### config.mk
export PLATFORM = sky130hd
export DESIGN_NAME = morse_element_timing_generator
export DESIGN_NICKNAME = d
export VERILOG_FILES = /design/src/rtl/core/metg_pkg.sv /design/src/rtl/core/metg_front.sv /design/src/rtl/core/metg_queue.sv /design/src/rtl/core/metg_back.sv /design/src/rtl/core/morse_element_timing_generator.sv
export SDC_FILE = /design/constraint.sdc
export NUM_CORES = 1
export LEC_CHECK = 0
export BUFFER_PORTS_ARGS = -buffer_cell sky130_fd_sc_hd__buf_4
export CORE_UTILIZATION = 59
export CTS_BUF_LIST = sky130_fd_sc_hd__clkbuf_4 sky130_fd_sc_hd__clkbuf_8
export DETAILED_ROUTE_END_ITERATION = 10
export PLACE_DENSITY = 0.83
export SLEW_MARGIN = 0
export SYNTH_ARGS = -nofsm -noshare
export SYNTH_HDL_FRONTEND = slang
export SYNTH_SLANG_ARGS = --single-unit
export TNS_END_PERCENT = 30
### constraint.sdc
create_clock -name i_clk -period 3.9 [get_ports i_clk]
set_input_delay 0.39 -clock i_clk [delete_from_list [all_inputs] [get_ports i_clk]]
set_output_delay 0.39 -clock i_clk [all_outputs]
set_load 0.005 [all_outputs]
### src/rtl/core/metg_pkg.sv
`timescale 1ns / 1ps
`default_nettype none

package metg_pkg;

    localparam int MAX_ELEMENTS_DEF       = 8;
    localparam int UNIT_US_AT_ONE_WPM_DEF = 1200000;

    localparam int WPM_W     = 7;
    localparam int CFG_W     = 17;
    localparam int CFG_IDX_W = 2;
    localparam int PAT_W     = 8;
    localparam int PAT_IDX_W = $clog2(PAT_W);
    localparam int LEN_W     = 4;
    localparam int UNIT_W    = 19;
    localparam int CORR_W    = UNIT_W + 1;
    localparam int DUR_W     = 21;
    localparam int QDEPTH    = 2;

    localparam logic [UNIT_W-1:0] UNIT_MAX = '1;

    typedef enum logic [CFG_IDX_W-1:0] {
        CFG_WPM   = 2'd0,
        CFG_COMP  = 2'd1,
        CFG_KCORR = 2'd2,
        CFG_INV   = 2'd3
    } t_cfg_idx;

    // One classified character: unit and clamped correction already worked out.
    typedef struct packed {
        logic              is_space;
        logic [PAT_W-1:0]  pattern;
        logic [LEN_W-1:0]  length;
        logic [UNIT_W-1:0] unit;
        logic [CORR_W-1:0] corr;
    } t_char;

    typedef struct packed {
        logic full;
        logic empty;
    } t_q_stat;

endpackage

`default_nettype wire

### src/rtl/core/metg_front.sv
`timescale 1ns / 1ps
`default_nettype none

module metg_front #(
    parameter int MAX_ELEMENTS       = metg_pkg::MAX_ELEMENTS_DEF,
    parameter int UNIT_US_AT_ONE_WPM = metg_pkg::UNIT_US_AT_ONE_WPM_DEF
) (
    input  wire logic                           i_clk,
    input  wire logic                           i_rst_n,
    input  wire logic                           i_start,
    output logic                                o_busy,
    input  wire logic                           i_is_word_space,
    input  wire logic [metg_pkg::PAT_W-1:0]     i_code_pattern,
    input  wire logic [metg_pkg::LEN_W-1:0]     i_code_length,
    input  wire logic [metg_pkg::WPM_W-1:0]     i_wpm,
    input  wire logic [metg_pkg::CFG_W-1:0]     i_comp,
    input  wire logic [metg_pkg::CFG_W-1:0]     i_kcorr,
    input  wire metg_pkg::t_q_stat              i_q_stat,
    output logic                                o_push,
    output metg_pkg::t_char                     o_char
);

    localparam int DW     = $clog2(UNIT_US_AT_ONE_WPM + 1);
    localparam int CNT_W  = $clog2(DW + 1);
    localparam int MAXW0  = (DW > metg_pkg::CFG_W) ? DW : metg_pkg::CFG_W;
    localparam int MAXW1  = (MAXW0 > metg_pkg::UNIT_W) ? MAXW0 : metg_pkg::UNIT_W;
    localparam int SW     = MAXW1 + 2;
    localparam int MAXLEN = (MAX_ELEMENTS < metg_pkg::PAT_W) ? MAX_ELEMENTS : metg_pkg::PAT_W;
    localparam logic [DW-1:0]                  DIVIDEND = DW'(UNIT_US_AT_ONE_WPM);
    localparam logic [metg_pkg::LEN_W-1:0]     LEN_CAP  = metg_pkg::LEN_W'(MAXLEN);
    localparam logic [CNT_W-1:0]               DIV_STEPS = CNT_W'(DW);

    typedef enum logic [2:0] {
        F_IDLE,
        F_DIV,
        F_ADJ,
        F_CLAMP,
        F_PUSH
    } t_fstate;

    t_fstate                         r_state;
    logic                            r_space;
    logic [metg_pkg::PAT_W-1:0]      r_pat;
    logic [metg_pkg::LEN_W-1:0]      r_len;
    logic [metg_pkg::WPM_W-1:0]      r_dvs;
    logic [metg_pkg::WPM_W-1:0]      r_rem;
    logic [DW-1:0]                   r_quo;
    logic [CNT_W-1:0]                r_cnt;
    logic [metg_pkg::UNIT_W-1:0]     r_unit;
    logic [metg_pkg::CORR_W-1:0]     r_corr;

    logic [metg_pkg::LEN_W-1:0]      w_len_sat;
    logic [metg_pkg::WPM_W:0]        w_trial;
    logic [metg_pkg::WPM_W:0]        w_diff;
    logic                            w_ge;
    logic signed [SW-1:0]            w_quo_s;
    logic signed [SW-1:0]            w_comp_s;
    logic signed [SW-1:0]            w_umax_s;
    logic signed [SW-1:0]            w_adj;
    logic [metg_pkg::UNIT_W-1:0]     w_unit_sat;
    logic signed [metg_pkg::CORR_W-1:0] w_half;
    logic signed [metg_pkg::CORR_W-1:0] w_neg_half;
    logic signed [metg_pkg::CORR_W-1:0] w_kc;
    logic signed [metg_pkg::CORR_W-1:0] w_corr;

    assign w_len_sat = (i_code_length > LEN_CAP) ? LEN_CAP : i_code_length;

    // One restoring division step per cycle, quotient shifted in from the bottom.
    assign w_trial = {r_rem, r_quo[DW-1]};
    assign w_ge    = (w_trial >= {1'b0, r_dvs});
    assign w_diff  = w_trial - {1'b0, r_dvs};

    assign w_quo_s  = $signed({{(SW-DW){1'b0}}, r_quo});
    assign w_comp_s = $signed({{(SW-metg_pkg::CFG_W){i_comp[metg_pkg::CFG_W-1]}}, i_comp});
    assign w_umax_s = $signed({{(SW-metg_pkg::UNIT_W){1'b0}}, metg_pkg::UNIT_MAX});
    assign w_adj    = (w_comp_s < w_quo_s) ? (w_quo_s - w_comp_s) : w_quo_s;
    assign w_unit_sat = (w_adj > w_umax_s) ? metg_pkg::UNIT_MAX : w_adj[metg_pkg::UNIT_W-1:0];

    assign w_half     = $signed({2'b00, r_unit[metg_pkg::UNIT_W-1:1]});
    assign w_neg_half = -w_half;
    assign w_kc = $signed({{(metg_pkg::CORR_W-metg_pkg::CFG_W){i_kcorr[metg_pkg::CFG_W-1]}},
                           i_kcorr});

    always_comb begin
        priority if (w_kc < w_neg_half) begin
            w_corr = w_neg_half;
        end else if (w_kc > w_half) begin
            w_corr = w_half;
        end else begin
            w_corr = w_kc;
        end
    end

    assign o_busy = (r_state != F_IDLE);
    assign o_push = (r_state == F_PUSH) && !i_q_stat.full;

    assign o_char.is_space = r_space;
    assign o_char.pattern  = r_pat;
    assign o_char.length   = r_len;
    assign o_char.unit     = r_unit;
    assign o_char.corr     = r_corr;

    always_ff @(posedge i_clk) begin
        if (!i_rst_n) begin
            r_state <= F_IDLE;
        end else begin
            unique case (r_state)
                F_IDLE: begin
                    // A pattern of length zero sends nothing and is dropped here.
                    if (i_start && (i_is_word_space || (i_code_length != '0))) begin
                        r_state <= F_DIV;
                    end
                end
                F_DIV: begin
                    if (r_cnt == CNT_W'(1)) begin
                        r_state <= F_ADJ;
                    end
                end
                F_ADJ:   r_state <= F_CLAMP;
                F_CLAMP: r_state <= F_PUSH;
                F_PUSH: begin
                    if (!i_q_stat.full) begin
                        r_state <= F_IDLE;
                    end
                end
                default: r_state <= F_IDLE;
            endcase
        end
    end

    always_ff @(posedge i_clk) begin
        unique case (r_state)
            F_IDLE: begin
                r_space <= i_is_word_space;
                r_pat   <= i_code_pattern;
                r_len   <= w_len_sat;
                r_dvs   <= (i_wpm == '0) ? metg_pkg::WPM_W'(1) : i_wpm;
                r_rem   <= '0;
                r_quo   <= DIVIDEND;
                r_cnt   <= DIV_STEPS;
            end
            F_DIV: begin
                r_rem <= w_ge ? w_diff[metg_pkg::WPM_W-1:0] : w_trial[metg_pkg::WPM_W-1:0];
                r_quo <= {r_quo[DW-2:0], w_ge};
                r_cnt <= r_cnt - CNT_W'(1);
            end
            F_ADJ:   r_unit <= w_unit_sat;
            F_CLAMP: r_corr <= w_corr;
            F_PUSH: begin
            end
            default: begin
            end
        endcase
    end

    a_push_only_full_unit: assert property (@(posedge i_clk) disable iff (!i_rst_n)
        o_push |-> (r_state == F_PUSH))
        else $error("front pushed outside its push state");

    a_div_count: assert property (@(posedge i_clk) disable iff (!i_rst_n)
        (r_state == F_DIV) |-> (r_cnt != '0))
        else $error("divider ran with an exhausted step count");

    a_div_then_adj: assert property (@(posedge i_clk) disable iff (!i_rst_n)
        ((r_state == F_DIV) && (r_cnt == CNT_W'(1))) |=> (r_state == F_ADJ))
        else $error("divider did not hand over after its last step");

endmodule

`default_nettype wire

### src/rtl/core/metg_queue.sv
`timescale 1ns / 1ps
`default_nettype none

module metg_queue (
    input  wire logic             i_clk,
    input  wire logic             i_rst_n,
    input  wire logic             i_push,
    input  wire metg_pkg::t_char  i_wdata,
    input  wire logic             i_pop,
    output metg_pkg::t_char       o_rdata,
    output metg_pkg::t_q_stat     o_stat
);

    localparam int PTR_W = (metg_pkg::QDEPTH > 1) ? $clog2(metg_pkg::QDEPTH) : 1;
    localparam int CNT_W = $clog2(metg_pkg::QDEPTH + 1);
    localparam logic [CNT_W-1:0] DEPTH_C = CNT_W'(metg_pkg::QDEPTH);
    localparam logic [PTR_W-1:0] LAST_P  = PTR_W'(metg_pkg::QDEPTH - 1);

    metg_pkg::t_char       r_mem [metg_pkg::QDEPTH];
    logic [PTR_W-1:0]      r_wr;
    logic [PTR_W-1:0]      r_rd;
    logic [CNT_W-1:0]      r_count;

    assign o_rdata      = r_mem[r_rd];
    assign o_stat.full  = (r_count == DEPTH_C);
    assign o_stat.empty = (r_count == '0);

    always_ff @(posedge i_clk) begin
        if (!i_rst_n) begin
            r_wr    <= '0;
            r_rd    <= '0;
            r_count <= '0;
        end else begin
            if (i_push) begin
                r_wr <= (r_wr == LAST_P) ? '0 : r_wr + PTR_W'(1);
            end
            if (i_pop) begin
                r_rd <= (r_rd == LAST_P) ? '0 : r_rd + PTR_W'(1);
            end
            unique case ({i_push, i_pop})
                2'b10:   r_count <= r_count + CNT_W'(1);
                2'b01:   r_count <= r_count - CNT_W'(1);
                default: r_count <= r_count;
            endcase
        end
    end

    always_ff @(posedge i_clk) begin
        if (i_push) begin
            r_mem[r_wr] <= i_wdata;
        end
    end

    a_no_overflow: assert property (@(posedge i_clk) disable iff (!i_rst_n)
        i_push |-> !o_stat.full)
        else $error("queue written while full");

    a_no_underflow: assert property (@(posedge i_clk) disable iff (!i_rst_n)
        i_pop |-> !o_stat.empty)
        else $error("queue read while empty");

    a_count_range: assert property (@(posedge i_clk) disable iff (!i_rst_n)
        r_count <= DEPTH_C)
        else $error("queue fill count out of range");

endmodule

`default_nettype wire

### src/rtl/core/metg_back.sv
`timescale 1ns / 1ps
`default_nettype none

module metg_back (
    input  wire logic                         i_clk,
    input  wire logic                         i_rst_n,
    input  wire logic                         i_key_inverted,
    input  wire metg_pkg::t_char              i_char,
    input  wire metg_pkg::t_q_stat            i_q_stat,
    output logic                              o_pop,
    output logic                              o_strobe,
    output logic                              o_key_level,
    output logic [metg_pkg::DUR_W-1:0]        o_duration_us,
    output logic                              o_last_segment
);

    typedef enum logic [1:0] {
        B_IDLE,
        B_ON,
        B_OFF,
        B_SPACE
    } t_bstate;

    t_bstate                         r_state;
    logic [metg_pkg::PAT_W-1:0]      r_pat;
    logic [metg_pkg::LEN_W-1:0]      r_len;
    logic [metg_pkg::LEN_W-1:0]      r_idx;
    logic [metg_pkg::UNIT_W-1:0]     r_unit;
    logic [metg_pkg::CORR_W-1:0]     r_corr;
    logic [metg_pkg::DUR_W-1:0]      r_u3;
    logic [metg_pkg::DUR_W-1:0]      r_u4;
    logic                            r_strobe;
    logic                            r_level;
    logic [metg_pkg::DUR_W-1:0]      r_dur;
    logic                            r_last;

    logic signed [metg_pkg::DUR_W:0] w_unit_s;
    logic signed [metg_pkg::DUR_W:0] w_corr_s;
    logic signed [metg_pkg::DUR_W:0] w_plus;
    logic signed [metg_pkg::DUR_W:0] w_minus;
    logic [metg_pkg::DUR_W-1:0]      w_in_unit;
    logic                            w_dash;
    logic                            w_last;

    assign o_pop = (r_state == B_IDLE) && !i_q_stat.empty;

    assign w_in_unit = {{(metg_pkg::DUR_W-metg_pkg::UNIT_W){1'b0}}, i_char.unit};

    assign w_unit_s = $signed({{(metg_pkg::DUR_W+1-metg_pkg::UNIT_W){1'b0}}, r_unit});
    assign w_corr_s = $signed({{(metg_pkg::DUR_W+1-metg_pkg::CORR_W){r_corr[metg_pkg::CORR_W-1]}},
                               r_corr});
    assign w_plus  = w_unit_s + w_corr_s;
    assign w_minus = w_unit_s - w_corr_s;
    assign w_dash  = r_pat[r_idx[metg_pkg::PAT_IDX_W-1:0]];
    assign w_last  = (({1'b0, r_idx} + (metg_pkg::LEN_W+1)'(1)) == {1'b0, r_len});

    assign o_strobe       = r_strobe;
    assign o_key_level    = r_level;
    assign o_duration_us  = r_dur;
    assign o_last_segment = r_last;

    always_ff @(posedge i_clk) begin
        if (!i_rst_n) begin
            r_state  <= B_IDLE;
            r_strobe <= 1'b0;
        end else begin
            unique case (r_state)
                B_IDLE: begin
                    r_strobe <= 1'b0;
                    if (!i_q_stat.empty) begin
                        r_state <= i_char.is_space ? B_SPACE : B_ON;
                        r_pat   <= i_char.pattern;
                        r_len   <= i_char.length;
                        r_idx   <= '0;
                        r_unit  <= i_char.unit;
                        r_corr  <= i_char.corr;
                        r_u3    <= {w_in_unit[metg_pkg::DUR_W-2:0], 1'b0} + w_in_unit;
                        r_u4    <= {w_in_unit[metg_pkg::DUR_W-3:0], 2'b00};
                    end
                end
                B_ON: begin
                    r_strobe <= 1'b1;
                    r_level  <= ~i_key_inverted;
                    r_dur    <= w_dash ? r_u3 : w_plus[metg_pkg::DUR_W-1:0];
                    r_last   <= 1'b0;
                    r_state  <= B_OFF;
                end
                B_OFF: begin
                    r_strobe <= 1'b1;
                    r_level  <= i_key_inverted;
                    r_dur    <= w_last ? r_u3 : w_minus[metg_pkg::DUR_W-1:0];
                    r_last   <= w_last;
                    r_idx    <= r_idx + metg_pkg::LEN_W'(1);
                    r_state  <= w_last ? B_IDLE : B_ON;
                end
                B_SPACE: begin
                    r_strobe <= 1'b1;
                    r_level  <= i_key_inverted;
                    r_dur    <= r_u4;
                    r_last   <= 1'b1;
                    r_state  <= B_IDLE;
                end
                default: begin
                    r_strobe <= 1'b0;
                    r_state  <= B_IDLE;
                end
            endcase
        end
    end

    // Segments of one character come out back to back; the last one ends the run.
    a_last_ends_run: assert property (@(posedge i_clk) disable iff (!i_rst_n)
        (o_strobe && o_last_segment) |=> !o_strobe)
        else $error("segment followed the last segment of a character");

    a_run_continues: assert property (@(posedge i_clk) disable iff (!i_rst_n)
        (o_strobe && !o_last_segment) |=> (o_strobe && (o_key_level != $past(o_key_level))))
        else $error("character run broke off or did not alternate key level");

    a_pop_idle: assert property (@(posedge i_clk) disable iff (!i_rst_n)
        o_pop |=> (r_state != B_IDLE))
        else $error("queue entry taken but no segments started");

endmodule

`default_nettype wire

### src/rtl/core/morse_element_timing_generator.sv
`timescale 1ns / 1ps
`default_nettype none

// Channel   Direction  Transfer                    Payload
// --------  ---------  --------------------------  ------------------------------------------
// item      in         start && !busy              i_is_word_space, i_code_pattern,
//                                                  i_code_length
// segment   out        o_strobe (one cycle)        o_key_level, o_duration_us, o_last_segment
// config    in         i_cfg_we                    i_cfg_idx, i_cfg_wdata
//
// The front holds busy through one divider step per bit of UNIT_US_AT_ONE_WPM (21 at the default),
// then adjustment, clamping and the queue write, which waits while the queue is full.
// The back loads a character while idle, then sends one segment a cycle (2 per element,
// 1 for a word space); a two-entry queue lets it run while the front works on the next one.
// A pattern of length zero is dropped in the cycle it is accepted and keeps busy low.
// Reset is synchronous and active low; it empties the queue and restores the register defaults.
// Segments cannot be held off by the receiver; a full queue stalls only the front.
module morse_element_timing_generator #(
    parameter int MAX_ELEMENTS       = metg_pkg::MAX_ELEMENTS_DEF,
    parameter int UNIT_US_AT_ONE_WPM = metg_pkg::UNIT_US_AT_ONE_WPM_DEF
) (
    input  wire logic                             i_clk,
    input  wire logic                             i_rst_n,
    input  wire logic                             start,
    output logic                                  busy,
    input  wire logic                             i_is_word_space,
    input  wire logic [metg_pkg::PAT_W-1:0]       i_code_pattern,
    input  wire logic [metg_pkg::LEN_W-1:0]       i_code_length,
    input  wire logic                             i_cfg_we,
    input  wire logic [metg_pkg::CFG_IDX_W-1:0]   i_cfg_idx,
    input  wire logic [metg_pkg::CFG_W-1:0]       i_cfg_wdata,
    output logic                                  o_strobe,
    output logic                                  o_key_level,
    output logic [metg_pkg::DUR_W-1:0]            o_duration_us,
    output logic                                  o_last_segment
);

    logic [metg_pkg::WPM_W-1:0]   r_wpm;
    logic [metg_pkg::CFG_W-1:0]   r_comp;
    logic [metg_pkg::CFG_W-1:0]   r_kcorr;
    logic                         r_inv;

    logic                         w_push;
    logic                         w_pop;
    metg_pkg::t_char              w_wchar;
    metg_pkg::t_char              w_rchar;
    metg_pkg::t_q_stat            w_q_stat;

    always_ff @(posedge i_clk) begin
        if (!i_rst_n) begin
            r_wpm   <= metg_pkg::WPM_W'(20);
            r_comp  <= '0;
            r_kcorr <= '0;
            r_inv   <= 1'b0;
        end else if (i_cfg_we) begin
            unique case (i_cfg_idx)
                metg_pkg::CFG_WPM:   r_wpm   <= i_cfg_wdata[metg_pkg::WPM_W-1:0];
                metg_pkg::CFG_COMP:  r_comp  <= i_cfg_wdata;
                metg_pkg::CFG_KCORR: r_kcorr <= i_cfg_wdata;
                metg_pkg::CFG_INV:   r_inv   <= i_cfg_wdata[0];
                default: begin
                end
            endcase
        end
    end

    metg_front #(
        .MAX_ELEMENTS       (MAX_ELEMENTS),
        .UNIT_US_AT_ONE_WPM (UNIT_US_AT_ONE_WPM)
    ) u_front (
        .i_clk           (i_clk),
        .i_rst_n         (i_rst_n),
        .i_start         (start),
        .o_busy          (busy),
        .i_is_word_space (i_is_word_space),
        .i_code_pattern  (i_code_pattern),
        .i_code_length   (i_code_length),
        .i_wpm           (r_wpm),
        .i_comp          (r_comp),
        .i_kcorr         (r_kcorr),
        .i_q_stat        (w_q_stat),
        .o_push          (w_push),
        .o_char          (w_wchar)
    );

    metg_queue u_queue (
        .i_clk   (i_clk),
        .i_rst_n (i_rst_n),
        .i_push  (w_push),
        .i_wdata (w_wchar),
        .i_pop   (w_pop),
        .o_rdata (w_rchar),
        .o_stat  (w_q_stat)
    );

    metg_back u_back (
        .i_clk          (i_clk),
        .i_rst_n        (i_rst_n),
        .i_key_inverted (r_inv),
        .i_char         (w_rchar),
        .i_q_stat       (w_q_stat),
        .o_pop          (w_pop),
        .o_strobe       (o_strobe),
        .o_key_level    (o_key_level),
        .o_duration_us  (o_duration_us),
        .o_last_segment (o_last_segment)
    );

endmodule

`default_nettype wire
==> results.cfg, run 1 <==
[floorplanning]
die_width_microns = 183
design.portCount = 61
start_util_pct = 60.5
floorplan.die_area_sq_mm = 0.0334
placeableCoreArea_sq_mm = 0.0319
die_height_microns = 183
number_of_rows_created_at_floorplan = 65

[sta]
maxSlewHeadroom_pct = 15.8
fin_tns_setup_ps = 0
final-hold-violation-count = 0
final.period_utilization_pct = 94.7
max_freq_mhz = 271
clock-skew-final_ps = 25.2
rsz0062_at_grt = true
final_worst_path_period_need_ps = 3690
setup-violations-final = 0
transition_time_at_the_pin_with_the_least_slew_margin_ps = 1260
postLayoutSetupSlackWorst_ps = 207
timing.final.max_slew_violations = 0

[clock_network]
cts_sinks = 347
max_buffers_root_to_sink = 3
cts_htree_levels = 2
clock_slew_seen_by_the_registers_of_the_worst_setup_and_hold_paths_ps = 60
clk_latency_ps = 590
tritoncts.num_buffers = 56
clk_root_buffer_cell = clkbuf_8
tritoncts = done

[synth]
share_of_synthesized_flip_flops_with_an_asynchronous_set_or_reset_pct = 0
post_synth_instance_area_sq_mm = 0.0193
synth.yosys.warnings = 0
sequential_share_of_the_synthesized_area_pct = 51.3
synth-edff-count = 294
synth.lib_cells_used.distinct = 86
synth.avg_cell_area_sq_um = 11.1
synthesis.nets = 1915
post_synth_inst_count = 1743
flip_flop_and_latch_count_after_synthesis = 347
yosys_most_used_dff = edfxtp_1

[placement]
io_buffers = 60
detailed_place_hpwl_microns = 29600
gp_routability_congestion = 0.910
placement.setup.worst_slack_ps = -87.4

[grt]
grt_first_pass_wirelength_microns = 67700
all_layer_global_routing_usage_pct = 25.3
use_met1_pct = 32.3
globalRouteMet3Util_pct = 3.42
global_route.usage.met2_pct = 43.3
global_route.overflow_total = 0
busiest_layer = met2
grt_start_max_net_pins = 56
first_global_vias = 13471
antenna_found_initial = 0

[layout]
layout.area.seq_sq_mm = 0.00989
final_layout_size_suffix_gt1_share_pct = 15.7
layout.nets = 2008
footprint_of_the_multi_input_gates_sq_mm = 0.00875
antennaDiodeCount = 0
syn2layout_area_growth_pct = 12.3
num-fill-cells = 2309

[detailed_routing]
post_drt_wl_per_cell_microns = 17.8
first_pass_iters = 5
number_of_vias_per_cell = 5.84
vias = 13532
total_wire_length_microns = 41300
first_iter_violations = 935
route.detailed.drc = 0
route.antenna.remaining_nets = 0

[critical_path]
critical_path.startpoint_type = flip-flop
critPathArrivalTime_ps = 3990
crit_path_end_kind = flip-flop
setup_crit_path_kind = flip-flop to flip-flop
timing.critical_path.required_ps = 4200
crit_fanout = 7
regToRegSetupSlack_ps = 210

[power_and_ir_drop]
p_leak_uw = 0.00827
power_per_cell_area_mw_per_mm2 = 425
power_uw = 9210
worst_ir_drop_vdd_mv = 0.276

[worst_hold_path]
class_of_the_tightest_hold_or_removal_check = input pin to flip-flop

[run_status]
run_status = finished clean

[flow_run]
maxCapViolCount = 0
[cell usage after synthesis (5+ instances only)]
master       n  area share [%]
and3_1      20            0.65
nand3_1     22            0.57
a221oi_1     5            0.23
nand2b_1    30            0.97
nand2_1    195             3.8
fa_1         5            0.52
mux2_2      48             2.8
o21ai_1      6            0.16
nor2_1     105             2.0
ha_1       131             8.5
o21bai_1    14            0.54
a21o_1      23            0.90
inv_1      109             2.1
nor3_1      28            0.73
mux2i_1     40             2.1
a21boi_0    38             1.5
buf_2        7            0.18
and2_1      10            0.32
xor2_1      25             1.1
o2bb2ai_1   11            0.50
nor2b_1     34             1.1
dfxtp_1     53             5.5
o31ai_1      5            0.19
nor4_1       8            0.26
or2_2       10            0.32
o21ai_0     73             1.9
o31a_1       7            0.32
a21oi_1     71             1.8
o21a_1      19            0.74
clkbuf_1    62             1.2
a211oi_1    15            0.58
a31oi_1     10            0.32
o211ai_2    12            0.78
or3_1       11            0.36
nand4_1     13            0.42
a211o_1     12            0.54
edfxtp_1   294              46
nand3b_1     5            0.19
nor3b_1      7            0.27
o211ai_1    25            0.97
xnor2_1     56             2.5
[cell families (layout without fill, tap and decap cells)]
group,Yosys count,in the layout,share of synthesized area (%)
compound gates,392,392,14.4
xor+xnor,81,81,3.68
fa+ha+maj,136,136,9.02
buf+inv,185,324,3.78
flops,347,347,51.3
mux,90,90,5.11
simple gates,512,512,12.7
[power breakdown]
group	switching [uW]	internal, uW
registers	100	4210
logic	913	686
clock network	1450	1850
total	2460	6750
[through the flow]
| stage | utilization [%] | std cells | hold slack (ps) | instance area (sq um) |
|---|---|---|---|---|
| after floorplan | - | 1743 | 421 | 19300 |
| after global placement | 63.8 | 2203 | 424 | 20300 |
| after detailed placement | 63.8 | 2203 | 433 | 20300 |
| after CTS | 67.8 | 2317 | 11.7 | 21600 |
| after global routing | 67.9 | 2317 | 38.4 | 21700 |
| final | 67.9 | 2317 | 54.6 | 21700 |
[path summary, 6_finish.rpt]
path,start,to,cells after the start
worst max-delay path,u_front.r_unit[2]$_SDFFCE_PN1N_,u_front.r_corr[16]$_DFFE_PP_,13
worst min-delay path,i_cfg_wdata[4],r_wpm[4]$_SDFFE_PN1P_,3
worst max register to register,u_front.r_unit[2]$_SDFFCE_PN1N_,u_front.r_corr[16]$_DFFE_PP_,13
worst min register to register,u_front.r_corr[16]$_DFFE_PP_,u_queue.r_mem[1][16]$_DFFE_PP_,0
[critical path, cell delays in order, from the launching register on]
cell,delay [ps]
edfxtp_1,410
or3_1,430
nor3_2,180
nand2_1,150
nor3_4,260
buf_4,170
xnor2_1,110
ha_1,270
a21o_1,180
a21o_1,170
a221oi_1,290
a21oi_1,150
nor2_2,450
mux2i_1,170
[flip-flops by register name (all words and copies together), names as in the netlist, 4 cells and up, named ones only]
| register | count |
|---|---|
| u_back.r_len | 4 |
| u_back.r_idx | 4 |
| r_kcorr | 17 |
| r_comp | 17 |
| u_front.r_quo | 21 |
| u_front.r_len | 4 |
| r_wpm | 7 |
| u_back.r_unit | 19 |
| u_front.r_unit | 19 |
| u_front.r_dvs | 7 |
| u_back.o_duration_us | 21 |
| u_back.r_u3 | 20 |
| u_queue.r_mem | 104 |
| u_front.r_cnt | 5 |
| u_front.r_corr | 20 |
| u_front.r_pat | 8 |
| u_front.r_rem | 7 |
| u_back.r_corr | 20 |
| u_back.r_pat | 8 |
[routing by layer]
metal | routed length, microns | part of all wire [%]
met1 | 17700 | 43
met2 | 20000 | 49
met3 | 2070 | 5.0
met4 | 1470 | 3.5
met5 | 0 | 0
[final cells by class]
class	count	share of cell area [%]
Inverter	110	1.91
Clock inverter	26	1.06
Multi-Input combinational cell	1211	40.4
Timing Repair Buffer	110	4.00
Sequential cell	347	45.7
Tap cell	435	2.51
Clock buffer	78	4.41
[placed cells by master, fill, tap and decap left out, types with 9 or more instances in the layout]
master,count
edfxtp_1,294
nand2_1,195
ha_1,131
inv_1,109
nor2_1,101
buf_4,98
o21ai_0,72
a21oi_1,71
clkbuf_8,59
xnor2_1,56
dfxtp_1,52
mux2_2,48
mux2i_1,39
a21boi_0,38
nor2b_1,34
nand2b_1,30
nor3_1,27
o211ai_1,25
xor2_1,25
a21o_1,23
nand3_1,21
and3_1,20
o21a_1,19
clkbuf_4,19
a211oi_1,15
o21bai_1,14
nand4_1,13
o211ai_2,12
a211o_1,12
or3_1,11
o2bb2ai_1,11
or2_2,10
clkinv_1,10
dlygate4sd3_1,10
a31oi_1,9
and2_1,9
clkinv_2,9
[timing repair]
item / 4_1_cts / 5_1_grt
resized for setup: 1 / 7
pin swaps: 0 / 0
endpoints found under the hold margin: 10 / 0
setup endpoints to repair: 7 / 21
setup buffers: 0 / 0
hold buffers: 10 / 0
No activity file was read; power rests on OpenSTA's default activity.
==> run 2, diff against run 1 <==
Settings changed: PLACE_DENSITY 0.83 to 0.79.
==> results.cfg, run 2 (synthesis results as in run 1) <==
[floorplanning]
placeableCoreArea_sq_mm = 0.0319
start_util_pct = 60.5
floorplan.die_area_sq_mm = 0.0334
die_height_microns = 183
die_width_microns = 183
design.portCount = 61
number_of_rows_created_at_floorplan = 65

[worst_hold_path]
min_delay_worst_endpoint = r_wpm[4]$_SDFFE_PN1P_
class_of_the_tightest_hold_or_removal_check = input pin to flip-flop
hp-start = i_cfg_wdata[4]
hold_depth = 3

[critical_path]
crit_path_end_kind = flip-flop
critical-path-max-stage-delay_ps = 490
path_delay_family = compound AO/OA/AOI/OAI gates
setup_crit_path_kind = flip-flop to flip-flop
worstRegToRegCells = 14
cp_slowest_cell = dfxtp_2
regToRegSetupSlack_ps = 190
timing.critical_path.required_ps = 4310
path_cells = mux2i_1 -> inv_1 -> ha_1 -> inv_1 -> fa_1 -> nor2b_1 -> o21a_1 -> o21ai_0 -> a211oi_1 -> o2111ai_1 -> a31oi_1 -> nand2_1 -> a21bo_2 -> a221oi_1
reg2reg_to = u_back.r_u3[17]$_DFFE_PP_
timing.critical_path.mode_cell = inv_1
critPathArrivalTime_ps = 4120
crit_fanout = 11
cp.depth = 14
critical_path.startpoint_type = flip-flop
critical_path_buf_inv_count = 2

[placement]
io_buffers = 60
gp_routability_congestion = 0.871
detailed_place_hpwl_microns = 29000
dpl_cell_area_sq_mm = 0.0203
placement.setup.worst_slack_ps = -93.8

[detailed_routing]
route.detailed.drc = 0
route.antenna.remaining_nets = 0
first_iter_violations = 875
first_pass_iters = 5
total_wire_length_microns = 40000
post_drt_wl_per_cell_microns = 17.3
vias = 13410
number_of_vias_per_cell = 5.78

[sta]
postLayoutSetupSlackWorst_ps = 190
clock-skew-final_ps = 32.5
finalHoldWorstSlack_ps = 34.1
max_freq_mhz = 270
maxSlewHeadroom_pct = 21.0
final.period_utilization_pct = 95.1
timing.final.max_slew_violations = 0
final-hold-violation-count = 0
setup-violations-final = 0
rsz0062_at_grt = true
final_worst_path_period_need_ps = 3710
transition_time_at_the_pin_with_the_least_slew_margin_ps = 1180

[clock_network]
clock_slew_seen_by_the_registers_of_the_worst_setup_and_hold_paths_ps = 60
max_buffers_root_to_sink = 3
cts_sinks = 347
cts_htree_levels = 2
tritoncts.num_buffers = 57
clk_latency_ps = 630
tritoncts = done
clk_root_buffer_cell = clkbuf_8

[run_status]
run_status = finished clean

[power_and_ir_drop]
power_per_cell_area_mw_per_mm2 = 433
p_leak_uw = 0.00834
worst_ir_drop_vdd_mv = 0.279

[grt]
grt_start_max_net_pins = 56
first_global_vias = 13198
all_layer_global_routing_usage_pct = 24.4
antenna_found_initial = 0
global_route.overflow_total = 0
grt_first_pass_wirelength_microns = 65500

[layout]
antennaDiodeCount = 0
layout.nets = 2009
commonest_non_fill_non_tap_cell_in_the_layout = edfxtp_1
final_layout_size_suffix_gt1_share_pct = 16.3
postLayoutCoreUtil_pct = 68.3
syn2layout_area_growth_pct = 12.8
final_instance_area_sq_mm = 0.0218
mostFrequentLayoutCells = 294 x edfxtp_1, 195 x nand2_1, 131 x ha_1
max_flop_register = u_queue.r_mem
largest_register_ff_count = 104

[flow_run]
maxCapViolCount = 0
## run 2: routing by layer
| metal | track usage [%] | up-vias | wire length [microns] |
|---|---|---|---|
| met4 | 9.10 | 0 | 1140 |
| met5 | 0 | - | 0 |
| met1 | 30.8 | 6442 | 17500 |
| li1 | - | 6552 | - |
| met3 | 3.28 | 89 | 1650 |
| met2 | 42.6 | 327 | 19700 |
## run 2: worst min-delay path: stages
cell     delay [ps]
buf_4           100
mux2i_1          70
nand2_1          70
## run 2: what timing repair did
action	in CTS	in global routing
hold buffers	10	0
setup endpoints to repair	7	20
gates resized for setup	1	7
setup buffers	0	3
hold endpoints to repair	10	0
## run 2: worst max path at each step
stage | from | endpoint | slack, ps
floorplan | u_front.r_unit[2]$_SDFFCE_PN1N_ | u_front.r_corr[14]$_DFFE_PP_ | 200
global placement | u_front.r_unit[1]$_SDFFCE_PN1N_ | u_front.r_corr[17]$_DFFE_PP_ | 30
detailed placement | u_front.r_unit[1]$_SDFFCE_PN1N_ | u_front.r_corr[18]$_DFFE_PP_ | -90
CTS | u_front.r_unit[1]$_SDFFCE_PN1N_ | u_front.r_corr[5]$_DFFE_PP_ | 30
global route | u_front.r_unit[2]$_SDFFCE_PN1N_ | u_front.r_corr[18]$_DFFE_PP_ | -50
finish | flip-flop | u_back.r_u3[17]$_DFFE_PP_ | 190
## run 2: cell type report
cell class	instances	area (sq um)
flip-flops and latches	347	9890
well taps	435	544
clock buffers	78	973
repair buffers	110	871
fillers	2326	10100
inverters	110	413
multi-input cells	1211	8750
clock inverters	29	320
## run 2: where the power goes
group          internal (uW)  total [uW]  switching (uW)
Clock                   2040        3540            1500
Sequential              4210        4310            97.1
Combinational            682        1580             899
## run 2: per-stage QoR
| stage | TNS [ps] | instances | power, uW |
|---|---|---|---|
| 2_1_floorplan | 0 | 1743 | 5540 |
| 3_3_place_gp | 0 | 2200 | 5880 |
| 3_5_place_dp | -513 | 2200 | 5930 |
| 4_1_cts | 0 | 2317 | 9480 |
| 5_1_grt | -173 | 2320 | 9820 |
| 6_report | 0 | 2320 | 9430 |
